**src/design/assert_macros.svh**
```systemverilog
// assertion macros shared by the occupancy grid design
`ifndef ASSERT_MACROS_SVH
`define ASSERT_MACROS_SVH

// expression holds at every clock edge out of reset
`define ASSERT_ALWAYS(label, clk, rst_n, expr, msg) \
    label: assert property (@(posedge clk) disable iff (!rst_n) (expr)) else $error(msg);

// consequent holds in the same cycle as the antecedent
`define ASSERT_IMPLY(label, clk, rst_n, ante, cons, msg) \
    label: assert property (@(posedge clk) disable iff (!rst_n) (ante) |-> (cons)) else $error(msg);

// consequent holds in the cycle after the antecedent
`define ASSERT_NEXT(label, clk, rst_n, ante, cons, msg) \
    label: assert property (@(posedge clk) disable iff (!rst_n) (ante) |=> (cons)) else $error(msg);

`endif

```
**src/design/ogp_pkg.sv**
```systemverilog
// types, constants and sizes shared by the occupancy grid to points design
package ogp_pkg;

    localparam int MAX_WIDTH  = 4096;
    localparam int MAX_HEIGHT = 4096;

    localparam int COL_W      = $clog2(MAX_WIDTH);
    localparam int ROW_W      = $clog2(MAX_HEIGHT);
    localparam int GW_W       = 13;
    localparam int RES_W      = 24;
    localparam int COORD_W    = 32;
    localparam int QUAT_W     = 64;
    localparam int Q_W        = 16;
    localparam int CELL_W     = 8;
    localparam int CFG_IDX_W  = 3;
    localparam int CFG_DATA_W = 64;

    localparam int P_W        = ((COL_W > ROW_W) ? COL_W : ROW_W) + RES_W;
    localparam int LO_W       = 18;
    localparam int HI_W       = P_W - LO_W;
    localparam int B_W        = ((HI_W > LO_W) ? HI_W : LO_W) + 1;
    localparam int M_W        = 34;
    localparam int PR_W       = M_W + B_W;
    localparam int ACC_W      = M_W + P_W + 2;
    localparam int FRAC_SHIFT = 28;
    localparam int RND_W      = ACC_W - FRAC_SHIFT;
    localparam int SUM_W      = RND_W + 1;

    localparam int QUEUE_DEPTH = 4;
    localparam int QA_W        = $clog2(QUEUE_DEPTH);

    localparam logic [GW_W-1:0]   GW_RESET   = GW_W'(4096);
    localparam logic [RES_W-1:0]  RES_RESET  = RES_W'(3277);
    localparam logic [QUAT_W-1:0] QUAT_RESET = 64'h4000_0000_0000_0000;

    localparam logic signed [M_W-1:0]   M_ONE    = M_W'(1) << FRAC_SHIFT;
    localparam logic signed [ACC_W-1:0] RND_HALF = ACC_W'(1) << (FRAC_SHIFT - 1);

    typedef enum logic [CFG_IDX_W-1:0] {
        CFG_GRID_WIDTH = 3'd0,
        CFG_CELL_RES   = 3'd1,
        CFG_ORIGIN_X   = 3'd2,
        CFG_ORIGIN_Y   = 3'd3,
        CFG_ORIGIN_Z   = 3'd4,
        CFG_ORIENT     = 3'd5
    } t_cfg_idx;

    typedef enum logic [3:0] {
        B_IDLE,
        B_MAT0,
        B_MAT1,
        B_MAT2,
        B_MAT3,
        B_POS,
        B_MAC0,
        B_MAC1,
        B_MAC2,
        B_MAC3,
        B_RND,
        B_FIN
    } t_bstate;

    typedef struct packed {
        logic signed [CELL_W-1:0] cell_value;
        logic                     last_cell;
    } t_cell;

    typedef struct packed {
        logic signed [COORD_W-1:0] point_x;
        logic signed [COORD_W-1:0] point_y;
        logic signed [COORD_W-1:0] point_z;
        logic                      point_valid;
        logic                      end_of_grid;
    } t_point;

    typedef struct packed {
        logic [COL_W-1:0] col;
        logic [ROW_W-1:0] row;
        logic             is_free;
        logic             is_last;
    } t_job;

    typedef struct packed {
        logic full;
        logic empty;
    } t_q_stat;

    typedef struct packed {
        logic [RES_W-1:0]            cell_res;
        logic [2:0][COORD_W-1:0]     origin;
        logic [QUAT_W-1:0]           quat;
    } t_geom;

endpackage

```
**src/design/ogp_front.sv**
```systemverilog
// front end: takes cells, tracks column and row, queues cells that give a result
module ogp_front
    import ogp_pkg::*;
(
    input  logic            i_clk,
    input  logic            i_rst_n,
    input  logic            i_in_valid,
    input  t_cell           i_in_data,
    output logic            o_in_stall,
    input  logic [GW_W-1:0] i_grid_width,
    input  t_q_stat         i_q_stat,
    output logic            o_push,
    output t_job            o_job
);

    logic [COL_W-1:0] r_col, n_col;
    logic [ROW_W-1:0] r_row, n_row;
    logic             accept;
    logic             is_free;
    logic [GW_W-1:0]  eff_w;
    logic [COL_W:0]   col_inc;
    logic [ROW_W:0]   row_inc;

    assign accept     = i_in_valid && !i_q_stat.full;
    assign o_in_stall = i_q_stat.full;
    assign is_free    = (i_in_data.cell_value == '0);
    assign col_inc    = {1'b0, r_col} + (COL_W+1)'(1);
    assign row_inc    = {1'b0, r_row} + (ROW_W+1)'(1);

    always_comb begin
        if (i_grid_width == '0) begin
            eff_w = GW_W'(1);
        end else if (32'(i_grid_width) > 32'(MAX_WIDTH)) begin
            eff_w = GW_W'(MAX_WIDTH);
        end else begin
            eff_w = i_grid_width;
        end
    end

    always_comb begin
        n_col = r_col;
        n_row = r_row;
        if (accept) begin
            if (i_in_data.last_cell) begin
                n_col = '0;
                n_row = '0;
            end else if (32'(col_inc) >= 32'(eff_w)) begin
                n_col = '0;
                if (32'(row_inc) >= 32'(MAX_HEIGHT)) begin
                    n_row = '0;
                end else begin
                    n_row = row_inc[ROW_W-1:0];
                end
            end else begin
                n_col = col_inc[COL_W-1:0];
            end
        end
    end

    always_comb begin
        o_push        = accept && (is_free || i_in_data.last_cell);
        o_job.col     = r_col;
        o_job.row     = r_row;
        o_job.is_free = is_free;
        o_job.is_last = i_in_data.last_cell;
    end

    always_ff @(posedge i_clk) begin
        if (!i_rst_n) begin
            r_col <= '0;
            r_row <= '0;
        end else begin
            r_col <= n_col;
            r_row <= n_row;
        end
    end

`include "assert_macros.svh"

    `ASSERT_NEXT(a_last_clears, i_clk, i_rst_n, accept && i_in_data.last_cell, (r_col == '0) && (r_row == '0), "counters not cleared after last cell")

endmodule

```
**config.mk**
```make
export PLATFORM = sky130hd
export DESIGN_NAME = ogp_front
export DESIGN_NICKNAME = d
export VERILOG_FILES = /design/src/design/ogp_pkg.sv /design/src/design/ogp_front.sv
export VERILOG_INCLUDE_DIRS = /design/src /design/src/design
export SDC_FILE = /design/constraint.sdc
export NUM_CORES = 1
export LEC_CHECK = 0
export ABC_AREA = 0
export BUFFER_PORTS_ARGS = -buffer_cell sky130_fd_sc_hd__buf_2
export CAP_MARGIN = 20
export CORE_MARGIN = 2
export CORE_UTILIZATION = 50
export DETAILED_ROUTE_END_ITERATION = 16
export GPL_ROUTABILITY_DRIVEN = 0
export PLACE_DENSITY = 0.78
export SLEW_MARGIN = 20
export SYNTH_ARGS = -nofsm -noshare
export SYNTH_HDL_FRONTEND = slang
export SYNTH_SLANG_ARGS = --single-unit
```
**constraint.sdc**
```tcl
create_clock -name i_clk -period 8.45 [get_ports i_clk]
set_clock_uncertainty 0.2 [all_clocks]
set_input_delay 1.2675 -clock i_clk [delete_from_list [all_inputs] [get_ports i_clk]]
set_output_delay 1.2675 -clock i_clk [all_outputs]
set_load 0.01 [all_outputs]
```
==> reports/metrics.csv <==
stage,metric,value,unit
setup_path,critPathCaptureType,flop,
clocking,post_cts.repair.setup_buffers,0,
logic_synthesis,synth.most_common_cell,nand2_1,
sta,period_share,51.36,%
floorplanning,die_w,63.59,um
placed_design,port_buffers,53,
global_routing,grt_pass1_wl,7051,um
floorplanning,die_area,4044,sq um
placed_design,dp.cells,320,
floorplanning,start_util,52.79,%
setup_path,crit_path_top_delay_cell,a31o_1,
global_routing,track_usage,21.16,%
routing,vias,1835,
routing,wl_per_cell,12.52,um
floorplanning,core_area,3363,sq um
sta,fin_tns_setup,0,ns
hold_path,min_path_type,flop to flop,
sta,fmax,230.4,MHz
logic_synthesis,synth_edf_count,0,
global_routing,grt_pass1_vias,1666,
global_routing,grt_max_degree,21,
finish,seqCellArea,480.5,sq um
logic_synthesis,ys_seq_area_share,27.06,%
floorplanning,die_y,63.59,um
logic_synthesis,syn_nets,277,
routing,wl,4056,um
setup_path,startpoint,r_col[0],
logic_synthesis,syn_avg_cell_area,7.555,sq um
power,power.leakage,0.9113,nW
logic_synthesis,yosysTopAreaCell,dfxtp_1,
clocking,cts_resized,0,
clocking,cts_tree,done,
logic_synthesis,yosys-top-cells-area,"dfxtp_1 27%, ha_1 11%, nand2_1 7.0%",
power,ir_drop,0.06112,mV
routing,vias_per_cell,5.664,
sta,relSlewSlack,55.68,%
sta,period_minus_slack,4.340,ns
setup_path,cp_max_fo,20,
floorplanning,row_count,21,
logic_synthesis,async_flop_share,0,%
logic_synthesis,synthFlopType,dfxtp_1,
setup_path,r2r_start,r_col[0],
logic_synthesis,ys_seq_elements,24,
routing,wl_met2,1913,um
sta,hold_viol,0,
logic_synthesis,synthCells,235,
floorplanning,io_pins,55,
global_routing,antenna_found_initial,0,
routing,firstDrtPassIters,4,
setup_path,crit_chain,"ha_1, inv_1, nor3_1, and3_1, and3_1, xor2_1, ha_1, a211oi_1, o21a_1, a21o_1, a31o_1, or2_1, o41ai_1",
hold_path,hp-start,r_row[1],
flow_run,maxCapViolCount,0,
routing,drc,0,
routing,met1_length,1918,um
logic_synthesis,ys_warn_count,0,
routing,top_layer_used,met4,
finish,multi_input_area,1165,sq um
clocking,cts_made_buffers,3,
logic_synthesis,synth_commonest_cells,"33 x nand2_1, 24 x dfxtp_1, 18 x nor2_1",
clocking,clock_latency,0.32,ns
routing,ant_nets,0,
logic_synthesis,syn_area,1775,sq um
logic_synthesis,synth_top_area_share,27.06,%
sta,worst_slew_pin_slew,0.6648,ns
placed_design,place_hpwl,3097,um
sta,rsz0062_at_grt,no,
run_status,status,finished clean,
setup_path,startpoint_type,flop,
setup_path,criticalPathCategory,flop to flop,
setup_path,critical_path_arrival,4.36,ns
clocking,clockBufferDepth,2,
clocking,root_buffer,clkbuf_4,
sta,setup_viol,0,
sta,drv_slew,0,
setup_path,crit_path_max_incr_delay,0.53,ns
clocking,hold_buffers,0,
finish,stdcell_count,324,
routing,wl_met3,173,um
global_routing,overflow,0,
finish,area_delta_synth_final,16.07,%
clocking,h-tree-depth,1,
finish,layout-drive-gt1-share,21.22,%
finish,nets,321,
clocking,clk_pin_slew,0.14,ns
power,powerDensity,100.8,nW/um^2
routing,drtIter0Drc,67,
clocking,cts.sinks,24,
logic_synthesis,synth.distinct_cells,41,
finish,diodes,0,
setup_path,cp_data_required_time,8.47,ns
finish,n_fill_cell,338,
## layer usage
layer | GRT usage (%) | up-vias
met2 | 36.84 | 42
met5 | 0 | -
met1 | 27.03 | 844
met3 | 1.964 | 5
li1 | - | 944
met4 | 7.609 | 0
## path summary, 6_finish.rpt
kind	depth (start not counted)	end	slack [ns]
setup reg to reg	13	r_row[7]	4.11
hold / removal	2	r_row[1]	0.30
hold reg to reg	2	r_row[1]	0.30
setup / recovery	13	r_row[7]	4.11
## critical path: cells and delay by family (launching register included)
| family | cells | cell delay [ns] |
|---|---|---|
| buf+inv | 1 | 0.08 |
| fa+ha+maj | 2 | 0.55 |
| simple gates | 4 | 1.26 |
| flops | 1 | 0.48 |
| xor+xnor | 1 | 0.16 |
| compound gates | 5 | 1.49 |
## logic make-up after synthesis
kind of cell | after synthesis | synth area share [%]
simple gates | 103 | 28.89
compound gates | 53 | 20.65
buf+inv | 29 | 7.329
flops | 24 | 27.06
fa+ha+maj | 15 | 10.57
xor+xnor | 10 | 4.933
mux | 1 | 0.5638
## metrics by stage
step                hold slack, ns  cell area [sq um]  util (%)  power, mW  setup WS [ns]
floorplan                   0.3040               1775         -     0.1370          4.808
global placement            0.2789               2024     60.19     0.1467          4.146
detailed placement          0.2798               2024     60.19     0.1471          4.126
CTS                         0.2987               2061     61.27     0.2079          4.108
global route                0.3365               2061     61.27     0.2164          3.756
finish                      0.2997               2061     61.27     0.2077          4.110
## cell usage in the layout (no fill, tap or decap), types with 3 or more instances in the layout
| master | n |
|---|---|
| o22ai_1 | 7 |
| xnor2_1 | 4 |
| nor4_1 | 4 |
| o21ai_1 | 7 |
| or4_1 | 5 |
| xor2_1 | 6 |
| nand2_1 | 33 |
| nand4_1 | 7 |
| nor2b_1 | 5 |
| nor2_1 | 18 |
| ha_1 | 15 |
| buf_2 | 53 |
| a21o_1 | 3 |
| clkbuf_4 | 3 |
| inv_1 | 14 |
| a31oi_1 | 3 |
| a21oi_1 | 9 |
| o41ai_1 | 3 |
| dfxtp_1 | 24 |
| and3_1 | 7 |
| o211ai_1 | 5 |
| nand2b_1 | 3 |
| nand3_1 | 13 |
| a41oi_1 | 7 |
## power breakdown
| part | switching (mW) | leakage [nW] | total (mW) | internal [mW] |
|---|---|---|---|---|
| registers | 0.000723 | 0.193 | 0.114 | 0.114 |
| logic | 0.0179 | 0.697 | 0.0303 | 0.0124 |
| clock network | 0.0367 | 0.0210 | 0.0631 | 0.0264 |
| total | 0.0553 | 0.911 | 0.208 | 0.152 |
## final cells by class
type,instances,share of cell area (%)
multi-input cells,182,56.53
repair buffers,53,12.87
inverters,15,2.732
clock buffers,4,1.761
well taps,46,2.793
flip-flops and latches,24,23.32
## state kept, by name, indices dropped and copies added, names as in the netlist
| name | cells |
|---|---|
| r_row | 12 |
| r_col | 12 |
Note: power is estimated with default switching activity, not from simulation.
