File: config.mk
export PLATFORM = sky130hd
export DESIGN_NAME = ogp_queue
export DESIGN_NICKNAME = d
export VERILOG_FILES = /design/src/design/ogp_pkg.sv /design/src/design/ogp_queue.sv
export VERILOG_INCLUDE_DIRS = /design/src /design/src/design
export SDC_FILE = /design/constraint.sdc
export NUM_CORES = 1
export LEC_CHECK = 0
export BUFFER_PORTS_ARGS = -buffer_cell sky130_fd_sc_hd__buf_2
export CORE_MARGIN = 8
export CORE_UTILIZATION = 56
export DETAILED_ROUTE_END_ITERATION = 8
export PLACE_DENSITY = 0.86
export RECOVER_POWER = 25
export SLEW_MARGIN = 15
export SYNTH_ARGS = -nofsm -noshare
export SYNTH_HDL_FRONTEND = slang
export SYNTH_SLANG_ARGS = --single-unit
File: constraint.sdc
create_clock -name i_clk -period 2 [get_ports i_clk]
set_input_delay 0.6 -clock i_clk [delete_from_list [all_inputs] [get_ports i_clk]]
set_output_delay 0.6 -clock i_clk [all_outputs]
set_load 0.02 [all_outputs]
File: src/design/assert_macros.svh
// assertion macros shared by the occupancy grid design
`ifndef ASSERT_MACROS_SVH
`define ASSERT_MACROS_SVH

// expression holds at every clock edge out of reset
`define ASSERT_ALWAYS(label, clk, rst_n, expr, msg) \
    label: assert property (@(posedge clk) disable iff (!rst_n) (expr)) else $error(msg);

// consequent holds in the same cycle as the antecedent
`define ASSERT_IMPLY(label, clk, rst_n, ante, cons, msg) \
    label: assert property (@(posedge clk) disable iff (!rst_n) (ante) |-> (cons)) else $error(msg);

// consequent holds in the cycle after the antecedent
`define ASSERT_NEXT(label, clk, rst_n, ante, cons, msg) \
    label: assert property (@(posedge clk) disable iff (!rst_n) (ante) |=> (cons)) else $error(msg);

`endif

File: src/design/ogp_pkg.sv
// types, constants and sizes shared by the occupancy grid to points design
package ogp_pkg;

    localparam int MAX_WIDTH  = 4096;
    localparam int MAX_HEIGHT = 4096;

    localparam int COL_W      = $clog2(MAX_WIDTH);
    localparam int ROW_W      = $clog2(MAX_HEIGHT);
    localparam int GW_W       = 13;
    localparam int RES_W      = 24;
    localparam int COORD_W    = 32;
    localparam int QUAT_W     = 64;
    localparam int Q_W        = 16;
    localparam int CELL_W     = 8;
    localparam int CFG_IDX_W  = 3;
    localparam int CFG_DATA_W = 64;

    localparam int P_W        = ((COL_W > ROW_W) ? COL_W : ROW_W) + RES_W;
    localparam int LO_W       = 18;
    localparam int HI_W       = P_W - LO_W;
    localparam int B_W        = ((HI_W > LO_W) ? HI_W : LO_W) + 1;
    localparam int M_W        = 34;
    localparam int PR_W       = M_W + B_W;
    localparam int ACC_W      = M_W + P_W + 2;
    localparam int FRAC_SHIFT = 28;
    localparam int RND_W      = ACC_W - FRAC_SHIFT;
    localparam int SUM_W      = RND_W + 1;

    localparam int QUEUE_DEPTH = 4;
    localparam int QA_W        = $clog2(QUEUE_DEPTH);

    localparam logic [GW_W-1:0]   GW_RESET   = GW_W'(4096);
    localparam logic [RES_W-1:0]  RES_RESET  = RES_W'(3277);
    localparam logic [QUAT_W-1:0] QUAT_RESET = 64'h4000_0000_0000_0000;

    localparam logic signed [M_W-1:0]   M_ONE    = M_W'(1) << FRAC_SHIFT;
    localparam logic signed [ACC_W-1:0] RND_HALF = ACC_W'(1) << (FRAC_SHIFT - 1);

    typedef enum logic [CFG_IDX_W-1:0] {
        CFG_GRID_WIDTH = 3'd0,
        CFG_CELL_RES   = 3'd1,
        CFG_ORIGIN_X   = 3'd2,
        CFG_ORIGIN_Y   = 3'd3,
        CFG_ORIGIN_Z   = 3'd4,
        CFG_ORIENT     = 3'd5
    } t_cfg_idx;

    typedef enum logic [3:0] {
        B_IDLE,
        B_MAT0,
        B_MAT1,
        B_MAT2,
        B_MAT3,
        B_POS,
        B_MAC0,
        B_MAC1,
        B_MAC2,
        B_MAC3,
        B_RND,
        B_FIN
    } t_bstate;

    typedef struct packed {
        logic signed [CELL_W-1:0] cell_value;
        logic                     last_cell;
    } t_cell;

    typedef struct packed {
        logic signed [COORD_W-1:0] point_x;
        logic signed [COORD_W-1:0] point_y;
        logic signed [COORD_W-1:0] point_z;
        logic                      point_valid;
        logic                      end_of_grid;
    } t_point;

    typedef struct packed {
        logic [COL_W-1:0] col;
        logic [ROW_W-1:0] row;
        logic             is_free;
        logic             is_last;
    } t_job;

    typedef struct packed {
        logic full;
        logic empty;
    } t_q_stat;

    typedef struct packed {
        logic [RES_W-1:0]            cell_res;
        logic [2:0][COORD_W-1:0]     origin;
        logic [QUAT_W-1:0]           quat;
    } t_geom;

endpackage

File: src/design/ogp_queue.sv
// short request queue between the front end and the point unit
module ogp_queue
    import ogp_pkg::*;
(
    input  logic    i_clk,
    input  logic    i_rst_n,
    input  logic    i_push,
    input  t_job    i_job,
    input  logic    i_pop,
    output t_job    o_job,
    output t_q_stat o_stat
);

    t_job            r_mem [QUEUE_DEPTH];
    logic [QA_W-1:0] r_wr, n_wr;
    logic [QA_W-1:0] r_rd, n_rd;
    logic [QA_W:0]   r_count, n_count;

    always_comb begin
        n_wr    = r_wr;
        n_rd    = r_rd;
        n_count = r_count;
        if (i_push) begin
            n_wr = (r_wr == QA_W'(QUEUE_DEPTH - 1)) ? '0 : r_wr + QA_W'(1);
        end
        if (i_pop) begin
            n_rd = (r_rd == QA_W'(QUEUE_DEPTH - 1)) ? '0 : r_rd + QA_W'(1);
        end
        if (i_push && !i_pop) begin
            n_count = r_count + (QA_W+1)'(1);
        end else if (!i_push && i_pop) begin
            n_count = r_count - (QA_W+1)'(1);
        end
    end

    always_comb begin
        o_job        = r_mem[r_rd];
        o_stat.full  = (r_count == (QA_W+1)'(QUEUE_DEPTH));
        o_stat.empty = (r_count == '0);
    end

    always_ff @(posedge i_clk) begin
        if (i_push) begin
            r_mem[r_wr] <= i_job;
        end
    end

    always_ff @(posedge i_clk) begin
        if (!i_rst_n) begin
            r_wr    <= '0;
            r_rd    <= '0;
            r_count <= '0;
        end else begin
            r_wr    <= n_wr;
            r_rd    <= n_rd;
            r_count <= n_count;
        end
    end

`include "assert_macros.svh"

    `ASSERT_ALWAYS(a_no_pop_empty, i_clk, i_rst_n, !(i_pop && o_stat.empty), "pop from empty queue")
    `ASSERT_ALWAYS(a_no_push_full, i_clk, i_rst_n, !(i_push && o_stat.full), "push into full queue")

endmodule

==> results of run 1 <==
power by group through the flow:
stage                     clock [W]  sequential, W  combinational (W)
after global routing        0.00298        0.00276           0.000663
after global placement            0        0.00278           0.000543
final                       0.00283        0.00275           0.000615
after CTS                   0.00288        0.00275           0.000569
after floorplan                   0        0.00278           0.000359
after detailed placement          0        0.00279           0.000557
layer usage:
| layer | up-vias | global-route usage, % |
|---|---|---|
| met5 | - | 0 |
| met1 | 1028 | 17.3 |
| li1 | 913 | - |
| met2 | 63 | 27.5 |
| met4 | 0 | 7.01 |
| met3 | 10 | 4.95 |
state kept, by name, indices dropped and copies added, names as in the netlist, named ones only:
register / cells
r_count: 3
r_mem: 104
r_wr: 2
r_rd: 2
synthesized netlist by cell type (all sizes together):
| cell type | count | area (sq um) |
|---|---|---|
| edfxtp | 104 | 3120 |
| mux4 | 26 | 608 |
| dfxtp | 9 | 180 |
| ha | 6 | 75.1 |
| and2 | 5 | 31.3 |
| buf | 5 | 61.3 |
| nor2b | 5 | 31.3 |
| inv | 4 | 15.0 |
| mux2i | 4 | 40.0 |
| nor3 | 2 | 10.0 |
| a21boi | 1 | 7.51 |
| clkbuf | 1 | 5.00 |
| fa | 1 | 20.0 |
| nor2 | 1 | 3.75 |
| nor3b | 1 | 7.51 |
| o21a | 1 | 7.51 |
| o21ai | 1 | 5.00 |
| or3 | 1 | 6.26 |
| xnor2 | 1 | 8.76 |
| xor2 | 1 | 8.76 |
area by class of cell:
type                    count  area, sq um
clock buffers              17          414
clock inverters            15          161
fillers                   459         1890
inverters                   4         15.0
multi-input cells          57          848
flip-flops and latches    113         3310
well taps                  99          124
repair buffers             70          529
critical path, stage by stage, from the launching register on:
cell and delay [ns]:
dfxtp_4 0.41, buf_12 0.16, mux4_2 0.56, buf_6 0.16
cells in the final DEF (no fill, tap or decap):
cell type	n
clkinvlp_4	6
nor3b_1	1
buf_12	5
edfxtp_1	104
and2_1	5
mux2i_1	4
xor2_1	1
clkinv_4	3
clkbuf_8	1
clkbuf_1	17
nor3_1	2
buf_4	7
buf_2	26
dfxtp_1	8
mux4_2	26
bufinv_16	2
a21boi_0	1
inv_6	3
o21a_1	1
nor2_1	1
nor2b_1	5
or3_1	1
buf_6	14
fa_1	1
ha_1	6
clkbuf_16	17
inv_1	4
clkinv_1	1
o21ai_0	1
dfxtp_4	1
xnor2_1	1
cells by family (layout without fill, tap and decap cells):
family          Yosys count  in the layout  synth area share (%)
flops                   113            113                  77.6
mux                      30             30                  15.2
simple gates             15             15                  2.12
buf+inv                  10            106                  1.91
fa+ha+maj                 7              7                  2.23
compound gates            3              3                 0.470
xor+xnor                  2              2                 0.412
worst paths after layout:
check	depth (start not counted)	slack, ns	to
worst min-delay path	1	0.31	r_mem[1][18]
worst max register to register	4	0.50	r_count[2]
worst max-delay path	3	-0.40	o_job[15]
worst min register to register	2	0.53	r_count[2]
metrics by stage:
stage | power (W) | setup WS, ns | hold slack [ns] | cells
after floorplan | 0.00314 | 0.121 | 0.472 | 180
after global placement | 0.00333 | -0.0289 | 0.495 | 342
after detailed placement | 0.00335 | -0.0916 | 0.527 | 342
after CTS | 0.00620 | -0.452 | 0.282 | 374
after global routing | 0.00640 | -0.445 | 0.315 | 375
final | 0.00619 | -0.401 | 0.308 | 375
timing repair:
action,4_1_cts,5_1_grt
setup buffers,0,0
setup endpoints to repair,26,26
gates resized for setup,5,33
cloned,0,1
==> impl_results.md, run 1 <==
- Outcome: finished, violations left
- Failing checks: negative setup slack
- Max-slew violation count: 0
- Final core area utilization: 74.0%
- NumNets Final: 300
- WP data arrival: between 1.5 and 2 ns
- Met3 wire length: about 430 um
- Clock-pin slew of the registers on the worst-case setup and hold paths: 0.06 ns
- Worst EP required: approximately 1.4 ns
- Slew of the pin with the lowest slew margin: 0.284 ns
- CTS root buffer: clkbuf_8
- Flops & latches, synth: between 100 and 150
- CP Class: register to primary output
- Clock Power Share: roughly 46%
- Net switching power: about 0.0014 W
- Final WL: around 7900 um
- CTS tree: yes
- Grt ovf: 0
- I/O pins: 58
- Layout cells sized above 1: between 40% and 50%
- Detailed Place HPWL: about 4600 um
- Fmax achieved: about 420 MHz
- Vias: slightly above 2000
- Row Count: 31
- Die Area: 0.0106 sq mm
- Antenna-violating nets left: 0
- Switching Share: 22.9%
- Met2 WL post-DR: about 4200 um
- Power Density: between 1000 and 1500 mW/mm^2
- CTS sink count: approximately 110
- Fin. Hold Viols: 0
- Initial Util: 58.4%
- Final Cell Area: 0.00540 sq mm
- Via density: roughly 5.4
- Tcrit/Tclk final: 120%
- Hold Startpoint: i_job[18]
- Largest net degree at the start of global routing: 27
- CORE AREA: roughly 0.0073 sq mm
- Hold Path Class: input port to register
- M1 WL: 3230 um
- Max clock buf depth: 2
- Combinational power share: 9.9%
- Leakage: 1.87 nW
- ANT cells: 0
- Area Overhead vs Synth: 26.9%
- Startpoint Class: register
- Area of placed instances: 0.00474 sq mm
- TNS Setup: -9.28 ns
- Initial antenna violation count: 0
- DIE HEIGHT: a little over 100 um
- DR pass1 iterations: 4
- Worst setup EP type: primary output
- Endpoints failing setup: 26
- Die W: 103 um
- I/O Buffers: 57
- FF-to-FF Start: r_count[0]
- DRC violations left: 0
- Post-Syn Instances: 180
- RSZ-0062 raised after global routing: yes
- Sequential area share after synthesis: a little under 80%
- Hold_buf cts: 0
- Vias in the first global route: around 2200
- P_int: 0.00477 W
- Power share of the sequential group: between 40 and 50%
- Max Cap Violations: 0
- CTS Buf Count: 17
- Skew final: around 0.013 ns
- Netlist cell types: 23
- Crit path max fanout: 9
- CTS H-tree lvls: 4
- Tot GR Track Use: between 10% and 20%
- Synth Net Count: 217
- VDD IR max: around 0.92 mV
- Synth Area per Inst: about 24 sq um
- Fin worst setup slack: -0.401 ns
- Placer Congestion: 0.669
- Global-route wire length before repair: between 10000 and 15000 um
- Ys Warns: 0
- Final worst path period need: approximately 2.4 ns
- Slew HR: around four fifths
- Worst-skew pair later-pin latency: approximately 0.51 ns
- Initial drt markers: 97
- Synth Cell Area: between 0.004 and 0.005 sq mm
- Routed len/inst: 21.2 um
- Uppermost layer routed: met4
(Power assumes the default switching activity.)
==> inputs of run 2 (changes only) <==
PLACE_DENSITY = default   (was 0.86)
PLACE_DENSITY_LB_ADDON = 0.25   (was default)
SETUP_SLACK_MARGIN = 0.5   (was default)
==> run 2 against run 1 <==
Against the previous run: the run still ends with negative setup slack left; critical path depth unchanged; fmax grew 1.7%; core utilization increased by 1.6 points; combinational power up 8.8%; worst hold slack better by 0.016 ns; sequential cell count stayed put; setup slack gained 0.040 ns; final area is 2.2% higher; power rose by 3.1%; global-route usage barely moved; critical endpoint is now o_job[13]; highest routed layer is now met5.
==> impl_results.md, run 2 (synthesis gave the netlist of run 1 again) <==
- Antenna-violating nets left: 0 (unchanged)
- Largest net degree at the start of global routing: 22 (-19%)
- Most frequent cells in the layout: edfxtp_1, mux4_2, buf_2
- Routed len/inst: 20.8 um (-1.9%)
- NumNets Final: 301 (+0.33%)
- Via density: 5.46 (+1.7%)
- Buf/Inv on CP: 2 (unchanged)
- Overall power: 0.00638 W (+3.1%)
- Endpoints failing setup: 26 (unchanged)
- Tcrit/Tclk final: 118% (-2.0 points)
- Hold Path Class: input port to register
- Skew final: 0.00477 ns (-0.00856 ns)
- Startpoint Class: register
- Initial Util: 58.4% (unchanged)
- Max clock buf depth: 2 (unchanged)
- I/O pins: 58 (unchanged)
- DIE HEIGHT: 103 um (unchanged)
- CTS H-tree lvls: 4 (unchanged)
- CTS Buf Count: 17 (unchanged)
- Dpl cells: 341 (-0.29%)
- CTS root buffer: clkbuf_8
- Slew HR: 81.3% (+0.21 points)
- Die W: 103 um (unchanged)
- RSZ-0062 raised after global routing: yes
- Slowest Stage Delay on Critical Path: 0.51 ns (-0.05 ns)
- Finished Layout Cells: 375 (unchanged)
- WP data arrival: 1.76 ns (-0.04 ns)
- CTS tree: yes
- Fin. Hold Viols: 0 (unchanged)
- CTS sink count: 113 (unchanged)
- Leakage: 1.93 nW (+3.2%)
- Slew of the pin with the lowest slew margin: 0.281 ns (-0.00315 ns)
- DRC violations left: 0 (unchanged)
- Final core area utilization: 75.7% (+1.6 points)
- Max-slew violation count: 0 (unchanged)
- Most common cell after layout, fill and taps aside: edfxtp_1
- DR pass1 iterations: 4 (unchanged)
- Worst-path cell chain: buf_12 -> mux4_2 -> buf_2
- Crit path max fanout: 9 (unchanged)
- Initial antenna violation count: 1 (+1)
- Global-route wire length before repair: 11600 um (+0.66%)
- Failing checks: negative setup slack
- Vias in the first global route: 2162 (-0.69%)
- Crit path max-delay cell type: mux4_2
- Grt ovf: 0 (unchanged)
- I/O Buffers: 57 (unchanged)
- VDD IR max: 0.702 mV (-24%)
- Clock-pin slew of the registers on the worst-case setup and hold paths: 0.05 ns (about the same)
- Layout cells sized above 1: 45.7% (+5.4 points)
- Final worst path period need: 2.36 ns (-0.0401 ns)
- ANT cells: 0 (unchanged)
- Detailed Place HPWL: 4640 um (+0.18%)
- Tot GR Track Use: 15.8% (about the same)
- Placer Congestion: 0.673 (+0.49%)
- Worst EP required: 1.40 ns (about the same)
- Fmax achieved: 424 MHz (+1.7%)
- Outcome: finished, violations left
- Final WL: 7800 um (-1.9%)
- Initial drt markers: 102 (+5.2%)
- Power Density: 1160 mW/mm^2 (+0.86%)
- Largest Register: r_mem
- Row Count: 31 (unchanged)
- Worst setup EP type: primary output
- Max FFs per register: 104 (unchanged)
- Vias: 2048 (+1.7%)
- Die Area: 0.0106 sq mm (unchanged)
- Area Overhead vs Synth: 29.6%
- Worst-skew pair later-pin latency: 0.50 ns (about the same)
- Max Cap Violations: 0 (unchanged)
- Fin worst setup slack: -0.361 ns (+0.0401 ns)
- Worst path top cell family by delay: multiplexers
- CORE AREA: 0.00729 sq mm (unchanged)
- Top Registers: r_mem: 104 flops, r_count: 3 flops
- CP Class: register to primary output
run 2: path summary, 6_finish.rpt:
| check | start | to | slack (ns) | cells past startpoint |
|---|---|---|---|---|
| hold reg to reg | r_rd[1] | register | 0.58 | 2 |
| setup reg to reg | r_count[0] | r_count[2] | 0.51 | 5 |
| setup / recovery | register | o_job[13] | -0.36 | 3 |
| hold / removal | i_job[4] | r_mem[1][4] | 0.32 | 1 |
run 2: cell type report:
cell class	count	area, sq um
Sequential cell	113	3320
Fill cell	431	1780
Multi-Input combinational cell	57	892
Timing Repair Buffer	71	568
Clock buffer	18	418
Clock inverter	13	169
Tap cell	99	124
Inverter	4	27.5
run 2: per-stage QoR:
step	setup TNS [ns]	instance area, sq um	hold slack (ns)	setup WS (ns)
after CTS	-9.21	5400	0.289	-0.388
after floorplan	0	4270	0.469	0.235
after global routing	-10.38	5520	0.311	-0.427
after global placement	0	4750	0.503	0.0296
after detailed placement	-0.0123	4750	0.528	-0.0123
final	-8.67	5520	0.324	-0.361
run 2: routing by layer:
layer | up-vias | track usage [%] | routed length, um
li1 | 911 | - | -
met1 | 1054 | 17.7 | 3110
met2 | 67 | 25.9 | 4050
met3 | 14 | 6.16 | 506
met4 | 2 | 7.79 | 123
met5 | - | 0 | 8
run 2: repair_timing:
item / in CTS / in global routing
gates resized for setup: 14 / 34
gates cloned: 0 / 1
hold buffers: 0 / 0
setup endpoints to repair: 28 / 29
pin swaps: 5 / 1
setup buffers: 2 / 0
run 2: power breakdown:
group | total [W] | switching, W | internal (W) | leakage, nW
clock network | 0.00295 | 0.000962 | 0.00199 | 0.287
registers | 0.00276 | 0.0000518 | 0.00271 | 1.03
logic | 0.000669 | 0.000337 | 0.000333 | 0.606
total | 0.00638 | 0.00135 | 0.00503 | 1.93
